$ cat config.mk
export PLATFORM = sky130hd
export DESIGN_NAME = echo_distance_statistics
export DESIGN_NICKNAME = d
export VERILOG_FILES = /design/src/design/eds_pkg.sv /design/src/design/eds_unit.sv /design/src/design/eds_stats.sv /design/src/design/echo_distance_statistics.sv
export SDC_FILE = /design/constraint.sdc
export NUM_CORES = 2
export LEC_CHECK = 0
export BUFFER_PORTS_ARGS = -buffer_cell sky130_fd_sc_hd__buf_2
export CORE_ASPECT_RATIO = 1.1
export CORE_MARGIN = 1
export CORE_UTILIZATION = 55
export CTS_BUF_LIST = sky130_fd_sc_hd__clkbuf_4 sky130_fd_sc_hd__clkbuf_8 sky130_fd_sc_hd__clkbuf_16
export DETAILED_ROUTE_END_ITERATION = 8
export PLACE_DENSITY = 0.69
export SLEW_MARGIN = 20
export SYNTH_ARGS = -nofsm -noshare
export SYNTH_HDL_FRONTEND = slang
export SYNTH_SLANG_ARGS = --single-unit
$ cat constraint.sdc
create_clock -name aclk -period 15.7 [get_ports aclk]
set_input_delay 3.14 -clock aclk [delete_from_list [all_inputs] [get_ports aclk]]
set_output_delay 3.14 -clock aclk [all_outputs]
set_load 0.02 [all_outputs]
$ cat src/design/eds_pkg.sv
// Shared types and constants of the echo distance statistics block.
// Used by eds_unit, eds_stats and echo_distance_statistics; depends on nothing.

package eds_pkg;

    // Field and accumulator widths
    localparam int ECHO_WIDTH_BITS = 16;
    localparam int MAX_READINGS    = 256;
    localparam int CNT_W           = $clog2(MAX_READINGS);
    localparam int N_W             = CNT_W + 1;
    localparam int DIST_W          = 27;
    localparam int VAR_W           = 52;
    localparam int STD_W           = 26;
    localparam int ERR_W           = 28;
    localparam int SUM_W           = 24;
    localparam int SQSUM_W         = 40;
    localparam int SQ_W            = 2 * ECHO_WIDTH_BITS;
    localparam int NN_W            = 2 * CNT_W + 1;
    localparam int WORD_W          = 64;
    localparam int STEP_W          = 7;
    localparam int OUT_W           = DIST_W + CNT_W + DIST_W + VAR_W + STD_W + ERR_W;

    // Arithmetic constants: 0.0343 / 2 cm per us in units of 1e-5 cm, and its square
    localparam logic [10:0] DIST_PER_US    = 11'd1715;
    localparam logic [21:0] DIST_PER_US_SQ = 22'd2941225;

    // Configuration register indexes and reset values
    localparam int CFG_IDX_W = 2;
    localparam logic [CFG_IDX_W-1:0] CFG_SAMPLE_COUNT = 2'd0;
    localparam logic [CFG_IDX_W-1:0] CFG_REFERENCE    = 2'd1;
    localparam logic [N_W-1:0]    SAMPLE_COUNT_RESET = 9'd150;
    localparam logic [DIST_W-1:0] REFERENCE_RESET    = 27'd3875000;
    localparam logic [N_W-1:0]    MAX_RUN            = N_W'(MAX_READINGS);

    // Step counts of the shared unit
    localparam logic [STEP_W-1:0] MUL_STEPS  = 7'd24;
    localparam logic [STEP_W-1:0] DIV_STEPS  = 7'd64;
    localparam logic [STEP_W-1:0] SQRT_STEPS = 7'd26;
    localparam logic [STEP_W-1:0] ALU_STEPS  = 7'd1;
    localparam int SQRT_ALIGN = WORD_W - VAR_W;

    // Operations of the shared unit
    typedef enum logic [2:0] {
        OP_MUL  = 3'd0,
        OP_DIV  = 3'd1,
        OP_SQRT = 3'd2,
        OP_ADD  = 3'd3,
        OP_SUB  = 3'd4
    } eds_op_t;

    // Command from the sequencer to the shared unit
    typedef struct packed {
        logic    start;
        eds_op_t op;
    } eds_cmd_t;

    // Number of iterations that one operation takes
    function automatic logic [STEP_W-1:0] step_limit(input eds_op_t op);
        logic [STEP_W-1:0] n;
        n = ALU_STEPS;
        unique case (op)
            OP_MUL:  n = MUL_STEPS;
            OP_DIV:  n = DIV_STEPS;
            OP_SQRT: n = SQRT_STEPS;
            default: n = ALU_STEPS;
        endcase
        return n;
    endfunction

endpackage

$ cat src/design/eds_unit.sv
// Shared iterative arithmetic unit: one 64-bit adder/subtractor used for
// shift-add multiply, restoring divide, bit-pair square root, add and subtract.
// Depends on eds_pkg.

module eds_unit (
    input  logic             aclk,
    input  logic             aresetn,
    input  eds_pkg::eds_cmd_t cmd,
    input  logic [63:0]      opnd_a,
    input  logic [63:0]      opnd_b,
    output logic             done,
    output logic [63:0]      res_main,
    output logic [63:0]      res_rem
);

    logic                        busy_reg;
    logic                        done_reg;
    eds_pkg::eds_op_t            op_reg;
    logic [eds_pkg::STEP_W-1:0]  step_reg;
    logic [63:0]                 p_reg;
    logic [63:0]                 q_reg;
    logic [63:0]                 r_reg;

    logic [63:0] shift_div;
    logic [63:0] shift_sqrt;
    logic [63:0] trial;
    logic [63:0] add_a;
    logic [63:0] add_b;
    logic        sub;
    logic [64:0] sum;
    logic        fits;
    logic        last_step;

    // Shifted partial remainders and the square root trial value
    assign shift_div  = {p_reg[62:0], q_reg[63]};
    assign shift_sqrt = {p_reg[61:0], q_reg[63:62]};
    assign trial      = {r_reg[61:0], 2'b01};

    // Operand selection for the shared adder
    always_comb begin
        add_a = '0;
        add_b = '0;
        sub   = 1'b0;
        unique case (op_reg)
            eds_pkg::OP_MUL: begin
                add_a = p_reg;
                add_b = q_reg[0] ? r_reg : '0;
            end
            eds_pkg::OP_DIV: begin
                add_a = shift_div;
                add_b = r_reg;
                sub   = 1'b1;
            end
            eds_pkg::OP_SQRT: begin
                add_a = shift_sqrt;
                add_b = trial;
                sub   = 1'b1;
            end
            eds_pkg::OP_ADD: begin
                add_a = p_reg;
                add_b = r_reg;
            end
            eds_pkg::OP_SUB: begin
                add_a = p_reg;
                add_b = r_reg;
                sub   = 1'b1;
            end
            default: begin
                add_a = '0;
            end
        endcase
    end

    // The one adder; on a subtract the carry out means no borrow.
    assign sum       = {1'b0, add_a} + {1'b0, (sub ? ~add_b : add_b)} + {64'b0, sub};
    assign fits      = sum[64];
    assign last_step = (step_reg == eds_pkg::STEP_W'(eds_pkg::step_limit(op_reg) - 7'd1));

    // Control: busy flag, step counter and completion pulse
    always_ff @(posedge aclk) begin
        if (!aresetn) begin
            busy_reg <= 1'b0;
            done_reg <= 1'b0;
            step_reg <= '0;
            op_reg   <= eds_pkg::OP_ADD;
        end else begin
            done_reg <= 1'b0;
            if (cmd.start) begin
                busy_reg <= 1'b1;
                step_reg <= '0;
                op_reg   <= cmd.op;
            end else if (busy_reg) begin
                step_reg <= step_reg + 7'd1;
                if (last_step) begin
                    busy_reg <= 1'b0;
                    done_reg <= 1'b1;
                end
            end
        end
    end

    // Datapath registers: loaded on a start, then one iteration per cycle
    always_ff @(posedge aclk) begin
        if (cmd.start) begin
            p_reg <= '0;
            q_reg <= '0;
            r_reg <= '0;
            unique case (cmd.op)
                eds_pkg::OP_MUL: begin
                    q_reg <= opnd_b;
                    r_reg <= opnd_a;
                end
                eds_pkg::OP_DIV: begin
                    q_reg <= opnd_a;
                    r_reg <= opnd_b;
                end
                eds_pkg::OP_SQRT: begin
                    q_reg <= opnd_a << eds_pkg::SQRT_ALIGN;
                end
                default: begin
                    p_reg <= opnd_a;
                    r_reg <= opnd_b;
                end
            endcase
        end else if (busy_reg) begin
            unique case (op_reg)
                eds_pkg::OP_MUL: begin
                    p_reg <= sum[63:0];
                    q_reg <= q_reg >> 1;
                    r_reg <= r_reg << 1;
                end
                eds_pkg::OP_DIV: begin
                    p_reg <= fits ? sum[63:0] : shift_div;
                    q_reg <= {q_reg[62:0], fits};
                end
                eds_pkg::OP_SQRT: begin
                    p_reg <= fits ? sum[63:0] : shift_sqrt;
                    r_reg <= {r_reg[62:0], fits};
                    q_reg <= q_reg << 2;
                end
                default: begin
                    p_reg <= sum[63:0];
                end
            endcase
        end
    end

    // Result selection
    always_comb begin
        unique case (op_reg)
            eds_pkg::OP_DIV:  res_main = q_reg;
            eds_pkg::OP_SQRT: res_main = r_reg;
            default:          res_main = p_reg;
        endcase
    end

    assign res_rem = p_reg;
    assign done    = done_reg;

endmodule

$ cat src/design/eds_stats.sv
// Statistics sequencer: runs mean, variance, standard deviation and mean error
// as a chain of jobs on the shared unit. Depends on eds_pkg and eds_unit.

module eds_stats (
    input  logic                        aclk,
    input  logic                        aresetn,
    input  logic                        start,
    input  logic [eds_pkg::SUM_W-1:0]   width_sum,
    input  logic [eds_pkg::SQSUM_W-1:0] width_square_sum,
    input  logic [eds_pkg::N_W-1:0]     run_length,
    input  logic [eds_pkg::DIST_W-1:0]  reference_distance,
    output logic                        done,
    output logic [eds_pkg::DIST_W-1:0]  mean_distance,
    output logic [eds_pkg::VAR_W-1:0]   variance,
    output logic [eds_pkg::STD_W-1:0]   std_dev,
    output logic [eds_pkg::ERR_W-1:0]   mean_error
);

    typedef enum logic [13:0] {
        S_IDLE    = 14'b00000000000001,
        S_MEANMUL = 14'b00000000000010,
        S_MEANDIV = 14'b00000000000100,
        S_NN      = 14'b00000000001000,
        S_NS2     = 14'b00000000010000,
        S_S1SQ    = 14'b00000000100000,
        S_DIFF    = 14'b00000001000000,
        S_QDIV    = 14'b00000010000000,
        S_QMUL    = 14'b00000100000000,
        S_RMUL    = 14'b00001000000000,
        S_RDIV    = 14'b00010000000000,
        S_VADD    = 14'b00100000000000,
        S_SQRT    = 14'b01000000000000,
        S_ERR     = 14'b10000000000000
    } stats_state_t;

    stats_state_t                  state_reg;
    stats_state_t                  state_next;
    logic                          done_reg;
    logic [eds_pkg::DIST_W-1:0]    mean_reg;
    logic [eds_pkg::NN_W-1:0]      nn_reg;
    logic [eds_pkg::NN_W-1:0]      rr_reg;
    logic [63:0]                   t_reg;
    logic [eds_pkg::VAR_W-1:0]     var_reg;
    logic [eds_pkg::STD_W-1:0]     std_reg;
    logic [eds_pkg::ERR_W-1:0]     err_reg;

    eds_pkg::eds_cmd_t cmd;
    logic [63:0]       opnd_a;
    logic [63:0]       opnd_b;
    logic              unit_done;
    logic [63:0]       res_main;
    logic [63:0]       res_rem;

    // Zero-extended operands
    logic [63:0] s1_w;
    logic [63:0] s2_w;
    logic [63:0] n_w;
    logic [63:0] nn_w;
    logic [63:0] rr_w;
    logic [63:0] k_w;
    logic [63:0] ksq_w;

    assign s1_w  = {{(64 - eds_pkg::SUM_W){1'b0}}, width_sum};
    assign s2_w  = {{(64 - eds_pkg::SQSUM_W){1'b0}}, width_square_sum};
    assign n_w   = {{(64 - eds_pkg::N_W){1'b0}}, run_length};
    assign nn_w  = {{(64 - eds_pkg::NN_W){1'b0}}, nn_reg};
    assign rr_w  = {{(64 - eds_pkg::NN_W){1'b0}}, rr_reg};
    assign k_w   = {53'b0, eds_pkg::DIST_PER_US};
    assign ksq_w = {42'b0, eds_pkg::DIST_PER_US_SQ};

    eds_unit u_unit (
        .aclk     (aclk),
        .aresetn  (aresetn),
        .cmd      (cmd),
        .opnd_a   (opnd_a),
        .opnd_b   (opnd_b),
        .done     (unit_done),
        .res_main (res_main),
        .res_rem  (res_rem)
    );

    // Job chain: each finished job but the last launches the next with its operands.
    always_comb begin
        state_next = state_reg;
        cmd.start  = 1'b0;
        cmd.op     = eds_pkg::OP_ADD;
        opnd_a     = '0;
        opnd_b     = '0;
        unique case (state_reg)
            S_IDLE: begin
                if (start) begin
                    state_next = S_MEANMUL;
                    cmd.start  = 1'b1;
                    cmd.op     = eds_pkg::OP_MUL;
                    opnd_a     = s1_w;
                    opnd_b     = k_w;
                end
            end
            S_MEANMUL: begin
                if (unit_done) begin
                    state_next = S_MEANDIV;
                    cmd.start  = 1'b1;
                    cmd.op     = eds_pkg::OP_DIV;
                    opnd_a     = res_main;
                    opnd_b     = n_w;
                end
            end
            S_MEANDIV: begin
                if (unit_done) begin
                    state_next = S_NN;
                    cmd.start  = 1'b1;
                    cmd.op     = eds_pkg::OP_MUL;
                    opnd_a     = n_w;
                    opnd_b     = n_w;
                end
            end
            S_NN: begin
                if (unit_done) begin
                    state_next = S_NS2;
                    cmd.start  = 1'b1;
                    cmd.op     = eds_pkg::OP_MUL;
                    opnd_a     = s2_w;
                    opnd_b     = n_w;
                end
            end
            S_NS2: begin
                if (unit_done) begin
                    state_next = S_S1SQ;
                    cmd.start  = 1'b1;
                    cmd.op     = eds_pkg::OP_MUL;
                    opnd_a     = s1_w;
                    opnd_b     = s1_w;
                end
            end
            S_S1SQ: begin
                if (unit_done) begin
                    state_next = S_DIFF;
                    cmd.start  = 1'b1;
                    cmd.op     = eds_pkg::OP_SUB;
                    opnd_a     = t_reg;
                    opnd_b     = res_main;
                end
            end
            S_DIFF: begin
                if (unit_done) begin
                    state_next = S_QDIV;
                    cmd.start  = 1'b1;
                    cmd.op     = eds_pkg::OP_DIV;
                    opnd_a     = res_main;
                    opnd_b     = nn_w;
                end
            end
            S_QDIV: begin
                if (unit_done) begin
                    state_next = S_QMUL;
                    cmd.start  = 1'b1;
                    cmd.op     = eds_pkg::OP_MUL;
                    opnd_a     = res_main;
                    opnd_b     = ksq_w;
                end
            end
            S_QMUL: begin
                if (unit_done) begin
                    state_next = S_RMUL;
                    cmd.start  = 1'b1;
                    cmd.op     = eds_pkg::OP_MUL;
                    opnd_a     = rr_w;
                    opnd_b     = ksq_w;
                end
            end
            S_RMUL: begin
                if (unit_done) begin
                    state_next = S_RDIV;
                    cmd.start  = 1'b1;
                    cmd.op     = eds_pkg::OP_DIV;
                    opnd_a     = res_main;
                    opnd_b     = nn_w;
                end
            end
            S_RDIV: begin
                if (unit_done) begin
                    state_next = S_VADD;
                    cmd.start  = 1'b1;
                    cmd.op     = eds_pkg::OP_ADD;
                    opnd_a     = t_reg;
                    opnd_b     = res_main;
                end
            end
            S_VADD: begin
                if (unit_done) begin
                    state_next = S_SQRT;
                    cmd.start  = 1'b1;
                    cmd.op     = eds_pkg::OP_SQRT;
                    opnd_a     = {{(64 - eds_pkg::VAR_W){1'b0}}, res_main[eds_pkg::VAR_W-1:0]};
                end
            end
            S_SQRT: begin
                if (unit_done) begin
                    state_next = S_ERR;
                    cmd.start  = 1'b1;
                    cmd.op     = eds_pkg::OP_SUB;
                    opnd_a     = {{(64 - eds_pkg::DIST_W){1'b0}}, mean_reg};
                    opnd_b     = {{(64 - eds_pkg::DIST_W){1'b0}}, reference_distance};
                end
            end
            S_ERR: begin
                if (unit_done) begin
                    state_next = S_IDLE;
                end
            end
            default: begin
                state_next = S_IDLE;
            end
        endcase
    end

    // Sequencer state and completion pulse
    always_ff @(posedge aclk) begin
        if (!aresetn) begin
            state_reg <= S_IDLE;
            done_reg  <= 1'b0;
        end else begin
            state_reg <= state_next;
            done_reg  <= unit_done && (state_reg == S_ERR);
        end
    end

    // Keep the intermediate and final results that later jobs or the output need.
    always_ff @(posedge aclk) begin
        if (unit_done) begin
            case (state_reg)
                S_MEANDIV: mean_reg <= res_main[eds_pkg::DIST_W-1:0];
                S_NN:      nn_reg   <= res_main[eds_pkg::NN_W-1:0];
                S_NS2:     t_reg    <= res_main;
                S_QDIV:    rr_reg   <= res_rem[eds_pkg::NN_W-1:0];
                S_QMUL:    t_reg    <= res_main;
                S_VADD:    var_reg  <= res_main[eds_pkg::VAR_W-1:0];
                S_SQRT:    std_reg  <= res_main[eds_pkg::STD_W-1:0];
                S_ERR:     err_reg  <= res_main[eds_pkg::ERR_W-1:0];
                default: begin
                end
            endcase
        end
    end

    assign done          = done_reg;
    assign mean_distance = mean_reg;
    assign variance      = var_reg;
    assign std_dev       = std_reg;
    assign mean_error    = err_reg;

endmodule

$ cat src/design/echo_distance_statistics.sv
// Top level of the echo distance statistics block: stream ports, configuration
// registers, per-reading distance and running sums. Depends on eds_pkg and eds_stats.

// Each echo width transfer yields one result transfer carrying the distance
// (width * 1715 in units of 1e-5 cm) and the reading's position in the run. A
// reading that is not the last of a run passes through T_MUL and T_ACC to
// T_EMIT, which loads the output register once that register is free. On the
// last reading of a run the block also works out the mean distance, the floored
// population variance, its floored square root and the mean minus the reference
// distance, on the single 64-bit add/subtract unit in eds_unit, which runs six
// 24-step multiplies, three 64-step divides, a 26-step square root and three
// adds or subtracts in turn. The input is not ready while a reading is in
// progress. The run length is sample_count, with 0 taken as 1 and values above
// 256 taken as 256; the sums clear after the last reading of each run.

module echo_distance_statistics (
    input  logic                           aclk,
    input  logic                           aresetn,
    // Configuration write port
    input  logic                           cfg_we,
    input  logic [eds_pkg::CFG_IDX_W-1:0]  cfg_index,
    input  logic [eds_pkg::DIST_W-1:0]     cfg_data,
    // Input stream
    input  logic                           s_axis_tvalid,
    output logic                           s_axis_tready,
    input  logic [15:0]                    s_axis_tdata,  // [15:0] echo_width_us
    // Result stream
    output logic                           m_axis_tvalid,
    input  logic                           m_axis_tready,
    // [26:0] distance, [34:27] reading_index, [61:35] mean_distance,
    // [113:62] variance, [139:114] std_dev, [167:140] mean_error
    output logic [eds_pkg::OUT_W-1:0]      m_axis_tdata,
    output logic                           m_axis_tlast   // stats_valid
);

    typedef enum logic [5:0] {
        T_IDLE   = 6'b000001,
        T_MUL    = 6'b000010,
        T_ACC    = 6'b000100,
        T_LAUNCH = 6'b001000,
        T_STATS  = 6'b010000,
        T_EMIT   = 6'b100000
    } top_state_t;

    top_state_t                            state_reg;
    top_state_t                            state_next;
    logic [eds_pkg::N_W-1:0]               sample_count_reg;
    logic [eds_pkg::DIST_W-1:0]            reference_reg;
    logic [eds_pkg::ECHO_WIDTH_BITS-1:0]   w_reg;
    logic [eds_pkg::DIST_W-1:0]            dist_reg;
    logic [eds_pkg::SQ_W-1:0]              sq_reg;
    logic [eds_pkg::SUM_W-1:0]             s1_reg;
    logic [eds_pkg::SQSUM_W-1:0]           s2_reg;
    logic [eds_pkg::CNT_W-1:0]             count_reg;
    logic [eds_pkg::CNT_W-1:0]             idx_reg;
    logic                                  last_reg;
    logic                                  m_valid_reg;
    logic                                  m_last_reg;
    logic [eds_pkg::OUT_W-1:0]             m_data_reg;

    logic [eds_pkg::N_W-1:0]               run_length;
    logic [eds_pkg::N_W-1:0]               count_inc;
    logic                                  is_last;
    logic [eds_pkg::DIST_W-1:0]            dist_full;
    logic [eds_pkg::SQ_W-1:0]              sq_full;
    logic                                  in_xfer;
    logic                                  out_free;
    logic                                  stats_start;
    logic                                  stats_done;
    logic [eds_pkg::DIST_W-1:0]            stats_mean;
    logic [eds_pkg::VAR_W-1:0]             stats_var;
    logic [eds_pkg::STD_W-1:0]             stats_std;
    logic [eds_pkg::ERR_W-1:0]             stats_err;

    // Effective run length: zero acts as one, large values saturate.
    always_comb begin
        if (sample_count_reg == '0) begin
            run_length = eds_pkg::N_W'(1);
        end else if (sample_count_reg > eds_pkg::MAX_RUN) begin
            run_length = eds_pkg::MAX_RUN;
        end else begin
            run_length = sample_count_reg;
        end
    end

    assign count_inc = {1'b0, count_reg} + eds_pkg::N_W'(1);
    assign is_last   = (count_inc >= run_length);

    // Per-reading products
    assign dist_full = {{(eds_pkg::DIST_W - eds_pkg::ECHO_WIDTH_BITS){1'b0}}, w_reg}
                     * {{(eds_pkg::DIST_W - 11){1'b0}}, eds_pkg::DIST_PER_US};
    assign sq_full   = {{eds_pkg::ECHO_WIDTH_BITS{1'b0}}, w_reg}
                     * {{eds_pkg::ECHO_WIDTH_BITS{1'b0}}, w_reg};

    assign s_axis_tready = (state_reg == T_IDLE);
    assign in_xfer       = s_axis_tvalid && s_axis_tready;
    assign out_free      = !m_valid_reg || m_axis_tready;
    assign stats_start   = (state_reg == T_LAUNCH);

    eds_stats u_stats (
        .aclk               (aclk),
        .aresetn            (aresetn),
        .start              (stats_start),
        .width_sum          (s1_reg),
        .width_square_sum   (s2_reg),
        .run_length         (run_length),
        .reference_distance (reference_reg),
        .done               (stats_done),
        .mean_distance      (stats_mean),
        .variance           (stats_var),
        .std_dev            (stats_std),
        .mean_error         (stats_err)
    );

    // Reading sequence
    always_comb begin
        state_next = state_reg;
        unique case (state_reg)
            T_IDLE:   if (in_xfer) state_next = T_MUL;
            T_MUL:    state_next = T_ACC;
            T_ACC:    state_next = is_last ? T_LAUNCH : T_EMIT;
            T_LAUNCH: state_next = T_STATS;
            T_STATS:  if (stats_done) state_next = T_EMIT;
            T_EMIT:   if (out_free) state_next = T_IDLE;
            default:  state_next = T_IDLE;
        endcase
    end

    // Control registers: state, configuration, run counter, sums, output valid
    always_ff @(posedge aclk) begin
        if (!aresetn) begin
            state_reg        <= T_IDLE;
            sample_count_reg <= eds_pkg::SAMPLE_COUNT_RESET;
            reference_reg    <= eds_pkg::REFERENCE_RESET;
            count_reg        <= '0;
            s1_reg           <= '0;
            s2_reg           <= '0;
            m_valid_reg      <= 1'b0;
        end else begin
            state_reg <= state_next;

            if (cfg_we) begin
                unique case (cfg_index)
                    eds_pkg::CFG_SAMPLE_COUNT: sample_count_reg <= cfg_data[eds_pkg::N_W-1:0];
                    eds_pkg::CFG_REFERENCE:    reference_reg    <= cfg_data;
                    default: begin
                    end
                endcase
            end

            if (state_reg == T_ACC) begin
                s1_reg    <= s1_reg + {{(eds_pkg::SUM_W - eds_pkg::ECHO_WIDTH_BITS){1'b0}}, w_reg};
                s2_reg    <= s2_reg + {{(eds_pkg::SQSUM_W - eds_pkg::SQ_W){1'b0}}, sq_reg};
                count_reg <= is_last ? '0 : count_inc[eds_pkg::CNT_W-1:0];
            end

            // The run's sums are cleared once the statistics have been taken.
            if ((state_reg == T_STATS) && stats_done) begin
                s1_reg <= '0;
                s2_reg <= '0;
            end

            if ((state_reg == T_EMIT) && out_free) begin
                m_valid_reg <= 1'b1;
            end else if (m_axis_tready) begin
                m_valid_reg <= 1'b0;
            end
        end
    end

    // Payload registers
    always_ff @(posedge aclk) begin
        if (in_xfer) begin
            w_reg <= s_axis_tdata[eds_pkg::ECHO_WIDTH_BITS-1:0];
        end
        if (state_reg == T_MUL) begin
            dist_reg <= dist_full;
            sq_reg   <= sq_full;
        end
        if (state_reg == T_ACC) begin
            idx_reg  <= count_reg;
            last_reg <= is_last;
        end
        // Load the output register; statistics fields are zero off the last reading.
        if ((state_reg == T_EMIT) && out_free) begin
            m_last_reg <= last_reg;
            if (last_reg) begin
                m_data_reg <= {stats_err, stats_std, stats_var, stats_mean, idx_reg, dist_reg};
            end else begin
                m_data_reg <= {{(eds_pkg::OUT_W - eds_pkg::DIST_W - eds_pkg::CNT_W){1'b0}},
                               idx_reg, dist_reg};
            end
        end
    end

    assign m_axis_tvalid = m_valid_reg;
    assign m_axis_tdata  = m_data_reg;
    assign m_axis_tlast  = m_last_reg;

endmodule
# Word level (Yosys, flattened, before mapping)
# Index checks and enable logic that the tools add are counted.
dict set report word_totals {
  regBits 818
  mem_bits_ro 0
  memories 0
  inputBits 50
  out_inout_bits 171
  wordCells 205
  latch_bits 0
  mem_bits_rw 0
}
dict set report classes {
  eq_ne 45
  n_mul 2
  n_reduce_logical 43
  n_addsub 7
  order_cmp 2
  shifts 0
  bitwise_logic 3
  div 0
  mux 72
}
# cell n
set op_table {}
lappend op_table {{two-way mux 64 bit} 13}
lappend op_table {{case mux 64 bit (3 select lines)} 4}
lappend op_table {{case mux 64 bit (9 select lines)} 1}
lappend op_table {{case mux 64 bit (2 select lines)} 4}
lappend op_table {{case mux 64 bit (7 select lines)} 1}
lappend op_table {{two-way mux 14 bit} 14}
lappend op_table {{case mux 14 bit (14 select lines)} 1}
lappend op_table {{adder 64 x 64 -> 65 bit} 1}
lappend op_table {{adder 65 x 1 -> 65 bit} 1}
lappend op_table {{inverter 64 bit} 1}
lappend op_table {{two-way mux 27 bit} 2}
lappend op_table {{two-way mux 52 bit} 1}
lappend op_table {{two-way mux 24 bit} 2}
lappend op_table {{adder 40 x 32 -> 40 bit} 1}
lappend op_table {{two-way mux 40 bit} 1}
lappend op_table {{case mux 6 bit (6 select lines)} 1}
lappend op_table {{two-way mux 17 bit} 2}
lappend op_table {{multiplier 16 x 16 -> 32 bit} 1}
lappend op_table {{!= test 2 bit, second input constant} 15}
lappend op_table {{multiplier 16 x 11 -> 27 bit, second input constant} 1}
lappend op_table {{two-way mux 9 bit} 3}
lappend op_table {{adder 24 x 16 -> 24 bit} 1}
lappend op_table {{two-way mux 4 bit} 6}
lappend op_table {{two-way mux 6 bit} 4}
lappend op_table {{54 further kinds} 92}

# Logic depth before layout (Yosys ltp)
dict set report depth {
  word_depth 11
  ltp_mapped 27
  mapped_depth_nobuf 26
}

# Hierarchy
# From an unflattened synthesis, not the netlist that was laid out.
dict set report hier_totals {
  hier_cells 5693
  hier_area_um2 57237.4
}
# module n_inst cells_each seq_area_each_um2 area_per_inst_um2
set modules_own_cells {}
lappend modules_own_cells {echo_distance_statistics 1 2483 9839.4 26287.7}
lappend modules_own_cells {eds_unit 1 2416 6005.8 20388.3}
lappend modules_own_cells {eds_stats 1 794 7236.9 10561.4}

# Least setup slack after synthesis
# No wires, ideal clock.
dict set report synth_timing {
  kind {input to register}
  startpoint {input m_axis_tready}
  endpoint {register m_data_reg, in the netlist m_axis_tdata[0], enable pin}
  stages 2
  setup_time_ns 0.719
  arrival_ns 10.699
  t_required_ns 14.981
  setup_slack_ns 4.282
  path_buffers 0
  cell_sequence {nand2b_1 -> nor2b_1}
}
dict set report synth_between {
  elab_chain_len 2
}
# element line
set synth_lines {}
lappend synth_lines {{start, declared} echo_distance_statistics.sv:29} ;# input logic m_axis_tready,
lappend synth_lines {{logical OR 1 bit} echo_distance_statistics.sv:97} ;# assign out_free = !m_valid_reg || m_axis_tready;
lappend synth_lines {{logical AND 1 bit} echo_distance_statistics.sv:185} ;# if ((state_reg == T_EMIT) && out_free) begin
lappend synth_lines {{end signal, assigned} echo_distance_statistics.sv:188} ;# m_data_reg <= {stats_err, stats_std, stats_var, stats_mean, idx_reg, dist_reg};
lappend synth_lines {{end signal, assigned} echo_distance_statistics.sv:190} ;# m_data_reg <= {{(eds_pkg::OUT_W - eds_pkg::DIST_W - eds_pkg::CNT_W){1'b0}},
lappend synth_lines {{end, declared} echo_distance_statistics.sv:59} ;# logic [eds_pkg::OUT_W-1:0] m_data_reg;
# Every way passes these cells.
# A chain may end at the register's enable or synchronous reset.

# Worst setup path in the final report
dict set report layout_timing {
  startpoint {register u_stats.u_unit.op_reg[1]}
  endpoint {register u_stats.u_unit.p_reg[63] (netlist: u_stats.u_unit.res_rem[63]), data pin}
}
dict set report layout_between {
  elab_chain_len 11
  elab_cells_between_ends 24
  cone_classes {2 x add/sub; 4 x eq/ne; 13 x mux; 1 x bitwise; 4 x reduce/logical}
}
# element line
set layout_lines {}
lappend layout_lines {{start, declared} eds_unit.sv:18} ;# eds_pkg::eds_op_t op_reg;
lappend layout_lines {{start signal, assigned} eds_unit.sv:85} ;# op_reg <= eds_pkg::OP_ADD;
lappend layout_lines {{start signal, assigned} eds_unit.sv:91} ;# op_reg <= cmd.op;
lappend layout_lines {{== test 3 x 1 -> 1 bit, or another cell as far along} {eds_unit.sv:44, eds_unit.sv:126, eds_unit.sv:150}}
lappend layout_lines {{OR reduction 3 bit (no source line)} --}
lappend layout_lines {{case mux 64 bit (3 select lines)} eds_unit.sv:44} ;# unique case (op_reg)
lappend layout_lines {{inverter 64 bit} eds_unit.sv:75} ;# assign sum = {1'b0, add_a} + {1'b0, (sub ? ~add_b : add_b)} + {64'b0, sub};
lappend layout_lines {{two-way mux 64 bit} eds_unit.sv:75}
lappend layout_lines {{adder 64 x 64 -> 65 bit} eds_unit.sv:75}
lappend layout_lines {{adder 65 x 1 -> 65 bit} eds_unit.sv:75}
lappend layout_lines {{two-way mux 64 bit, on equally long branches} {eds_unit.sv:137, eds_unit.sv:133}}
lappend layout_lines {{case mux 64 bit (2 select lines)} eds_unit.sv:126} ;# unique case (op_reg)
lappend layout_lines {{two-way mux 64 bit} eds_unit.sv:125} ;# end else if (busy_reg) begin
lappend layout_lines {{two-way mux 64 bit *} eds_unit.sv:104} ;# if (cmd.start) begin
lappend layout_lines {{end signal, assigned} eds_unit.sv:128} ;# p_reg <= sum[63:0];
lappend layout_lines {{end signal, assigned} eds_unit.sv:137} ;# p_reg <= fits ? sum[63:0] : shift_sqrt;
lappend layout_lines {{end signal, assigned} eds_unit.sv:142} ;# p_reg <= sum[63:0];
lappend layout_lines {{end, declared} eds_unit.sv:20} ;# logic [63:0] p_reg;
# Mark *: on every way between the ends. The rest lies on a longest branch, timed or not. The select of a mux whose other input is x is not followed.

==> metrics.md <==
| Metric | Value |
|---|---|
| Outcome | finished with violations |
| Failing checks | design-rule violations |
| Cell area after synthesis | 54470 µm² |
| Port Buffers | 220 |
| Num CTS Buffers | 89 |
| Fin util | 61.37% |
| CTS tree | yes |
| Gr ovfl total | 0 |
| Post-synthesis async set-or-reset flop share | 0% |
| P&R area growth vs syn | 10.14% |
| Commonest non-fill, non-tap cell in the layout | edfxtp_1 |
| Hold WS | 0.4162 ns |
| Vias per cell | 6.572 |
| Layout Cells excl Fill | 6789 |
| # IOs | 221 |
| Crit-path cells | buf_4 -> nand2b_2 -> buf_4 -> nor2_4 -> buf_4 -> a22oi_1 -> a21boi_0 -> inv_1 -> ha_1 -> o21ai_0 -> a2111o_1 -> a21oi_1 -> a21oi_1 -> o32ai_1 -> o2111ai_1 -> nand2_1 -> buf_4 -> nor2_2 -> buf_4 -> nor2_1 -> a41oi_1 -> nand2_1 |
| Max-slew headroom | 11.23% |
| Initial drt markers | 6272 |
| Max FFs per register | 168 |
| Synth Flop Type | edfxtp_1 |
| Final instance area | 59990 µm² |
| Post-synth EDFFs | 674 |
| Final setup fails | 0 |
| Pwr/cell area | 233.6 nW/µm² |
| Max Slew Vio Count | 0 |
| DRT antenna net count | 0 |
| Largest net degree at the start of global routing | 125 |
| Antenna violations before repair | 7 |
| CP Capture Type | register |
| CP startpoint kind | register |
| Setup repair bufs after CTS | 0 |
| Seq/Total Area, Yosys | 42.38% |
| Unrepaired setup endpoints after global routing | false |
| Placed insts | 6616 |
| Die Wd | 302.0 µm |
| Time the worst path needs with I/O delays and setup | 8.515 ns |
| Root Buffer | clkbuf_16 |
| Count of cell types in the netlist | 100 |
| CTS resizes | 0 |
| Final setup TNS | 0 ns |
| Placed Area | 56750 µm² |
| Hold buffer count at cts | 0 |
| Max Cap Violations | 0 |
| Post-synth net total | 5940 |
| Max FO, Critical Path | 54 |
| Leakage | 23.86 nW |
| Synth Instances | 5342 |
| Crit path DAT | 9.06 ns |
| Placer's final routability congestion estimate | 1.047 |
| Synthesized area per cell | 10.20 µm² |
| Die Ht | 332.1 µm |
| Vias | 44620 |
| Synth Register Bits | 816 |
| Cell row count | 120 |
| Starting Density | 55.72% |
| Final Cycle Share | 54.24% |
| Max clock buf depth | 3 |
| Most used cell along the critical path | buf_4 |
| CTS Sinks | 816 |
| Worst reg2reg setup slack | 7.18 ns |
| Routed wire per std cell | 26.25 µm |
| Clock-pin slew on the worst setup and hold paths | 0.06 ns |
| Pre-antenna DRT Iters | 9 |
| Core area | 97740 µm² |
| Worst EP required | 16.24 ns |
| Post-detail-place hpwl | 126500 µm |
| Vias in the first global route | 43390 |
| Commonest cells after routing, fill and taps aside | 674 x edfxtp_1, 596 x nand2_1, 403 x inv_1, 323 x ha_1, 281 x a22oi_1 |
| Fin Clk Skew | 0.06044 ns |
| Drt drc | 39 |
| Total Power | 14.02 mW |
| Die Area | 100300 µm² |
| Final hold violations | 0 |
| Total global-route track usage | 35.19% |
| Hold/Removal Path Class | register to register |
| Clk_lat worst skew | 0.72 ns |
| Layout net count | 6025 |
| DRT Wirelength | 178200 µm |
| Fillcell total | 8028 |
| Worst path max stage delay | 0.84 ns |
| Final worst slack | 7.185 ns |
| Layout cells sized above 1 | 10.58% |
| Max frequency | 117.4 MHz |
| Slowest cell on crit path | nand2_1 |
| Setup Slack @ Placement | 7.597 ns |
| Worst-margin pin slew | 1.318 ns |
| CTS H-tree depth | 3 |
| Yosys warnings | 0 |
| Maximum VDD drop | 0.6096 mV |
| First-pass GRT wire length | 266900 µm |
| Crit Path Class | register to register |
logic make-up after synthesis:
group	share of synthesized area (%)
compound gates	19.88
simple gates	12.10
flops	42.38
buf+inv	5.231
fa+ha+maj	15.69
xor+xnor	3.956
mux	0.7673
cell usage after synthesis (13+ instances only):
cell type / count / area [µm²]
nand3_1: 78 / 390.4
a22oi_1: 281 / 2110
clkbuf_1: 229 / 859.6
a22o_1: 14 / 122.6
buf_2: 57 / 285.3
nor2_1: 241 / 904.6
edfxtp_1: 674 / 20240
o21a_1: 26 / 195.2
o211ai_1: 14 / 105.1
a21boi_0: 57 / 427.9
o31ai_1: 13 / 97.59
a21o_1: 108 / 810.8
and2_1: 187 / 1170
o221ai_1: 64 / 560.5
buf_1: 29 / 108.9
o22ai_1: 64 / 400.4
a31oi_1: 39 / 244.0
nor2b_1: 34 / 212.7
ha_1: 323 / 4041
o21ai_1: 52 / 260.3
fa_1: 225 / 4504
xor2_1: 126 / 1104
a222oi_1: 61 / 610.6
o22a_1: 55 / 481.7
mux2i_1: 17 / 170.2
mux2_2: 22 / 247.7
nor3_1: 39 / 195.2
or3_1: 18 / 112.6
a221o_1: 16 / 160.2
nand4_1: 37 / 231.5
a21oi_1: 275 / 1376
o21ai_0: 269 / 1346
a211oi_1: 34 / 255.2
nand2_1: 601 / 2256
inv_1: 403 / 1513
nand2b_1: 32 / 200.2
dfxtp_1: 142 / 2843
a221oi_1: 29 / 254.0
o21bai_1: 24 / 180.2
and3_1: 35 / 219.0
xnor2_1: 120 / 1051
layout make-up:
type / instances / area, µm² / share of cell area (%)
Clock inverter: 45 / 644.4 / 1.074
Clock buffer: 121 / 2565 / 4.276
Tap cell: 1281 / 1603 / 2.672
Antenna cell: 6 / 15.01 / 0.02503
Timing Repair Buffer: 317 / 1844 / 3.074
Sequential cell: 816 / 23090 / 38.49
Inverter: 406 / 1525 / 2.543
Multi-Input combinational cell: 3797 / 28700 / 47.84
metal layers:
metal | GRT usage (%) | vias up | part of all wire (%)
met5 | 0 | - | 0
met4 | 18.92 | 0 | 6.0
met3 | 7.339 | 520 | 11
met2 | 55.64 | 2756 | 46
met1 | 45.20 | 21650 | 37
li1 | - | 19690 | -
worst max-delay path, delay by kind of cell, from the launching register on:
family,cells,cell delay (ns)
buffers and inverters,6,2.31
and+or+nand+nor,6,2.65
DFF,1,0.63
AOI/OAI and AO/OA,9,2.27
adders and majority gates,1,0.36
report_power, final:
group / internal [mW] / switching, mW / leakage [nW]
combinational: 3.77 / 5.00 / 15.1
clock: 1.34 / 0.935 / 1.58
sequential: 2.91 / 0.0646 / 7.19
total: 8.02 / 5.99 / 23.9
path summary, 6_finish.rpt:
path / to / cells past startpoint / from
worst max-delay path: u_stats.u_unit.res_rem[63] / 22 / u_stats.u_unit.op_reg[1]
worst min-delay path: m_axis_tdata[27] / 0 / idx_reg[0]
worst max register to register: u_stats.u_unit.res_rem[63] / 22 / u_stats.u_unit.op_reg[1]
worst min register to register: m_axis_tdata[27] / 0 / idx_reg[0]
(Power assumes the default switching activity.)
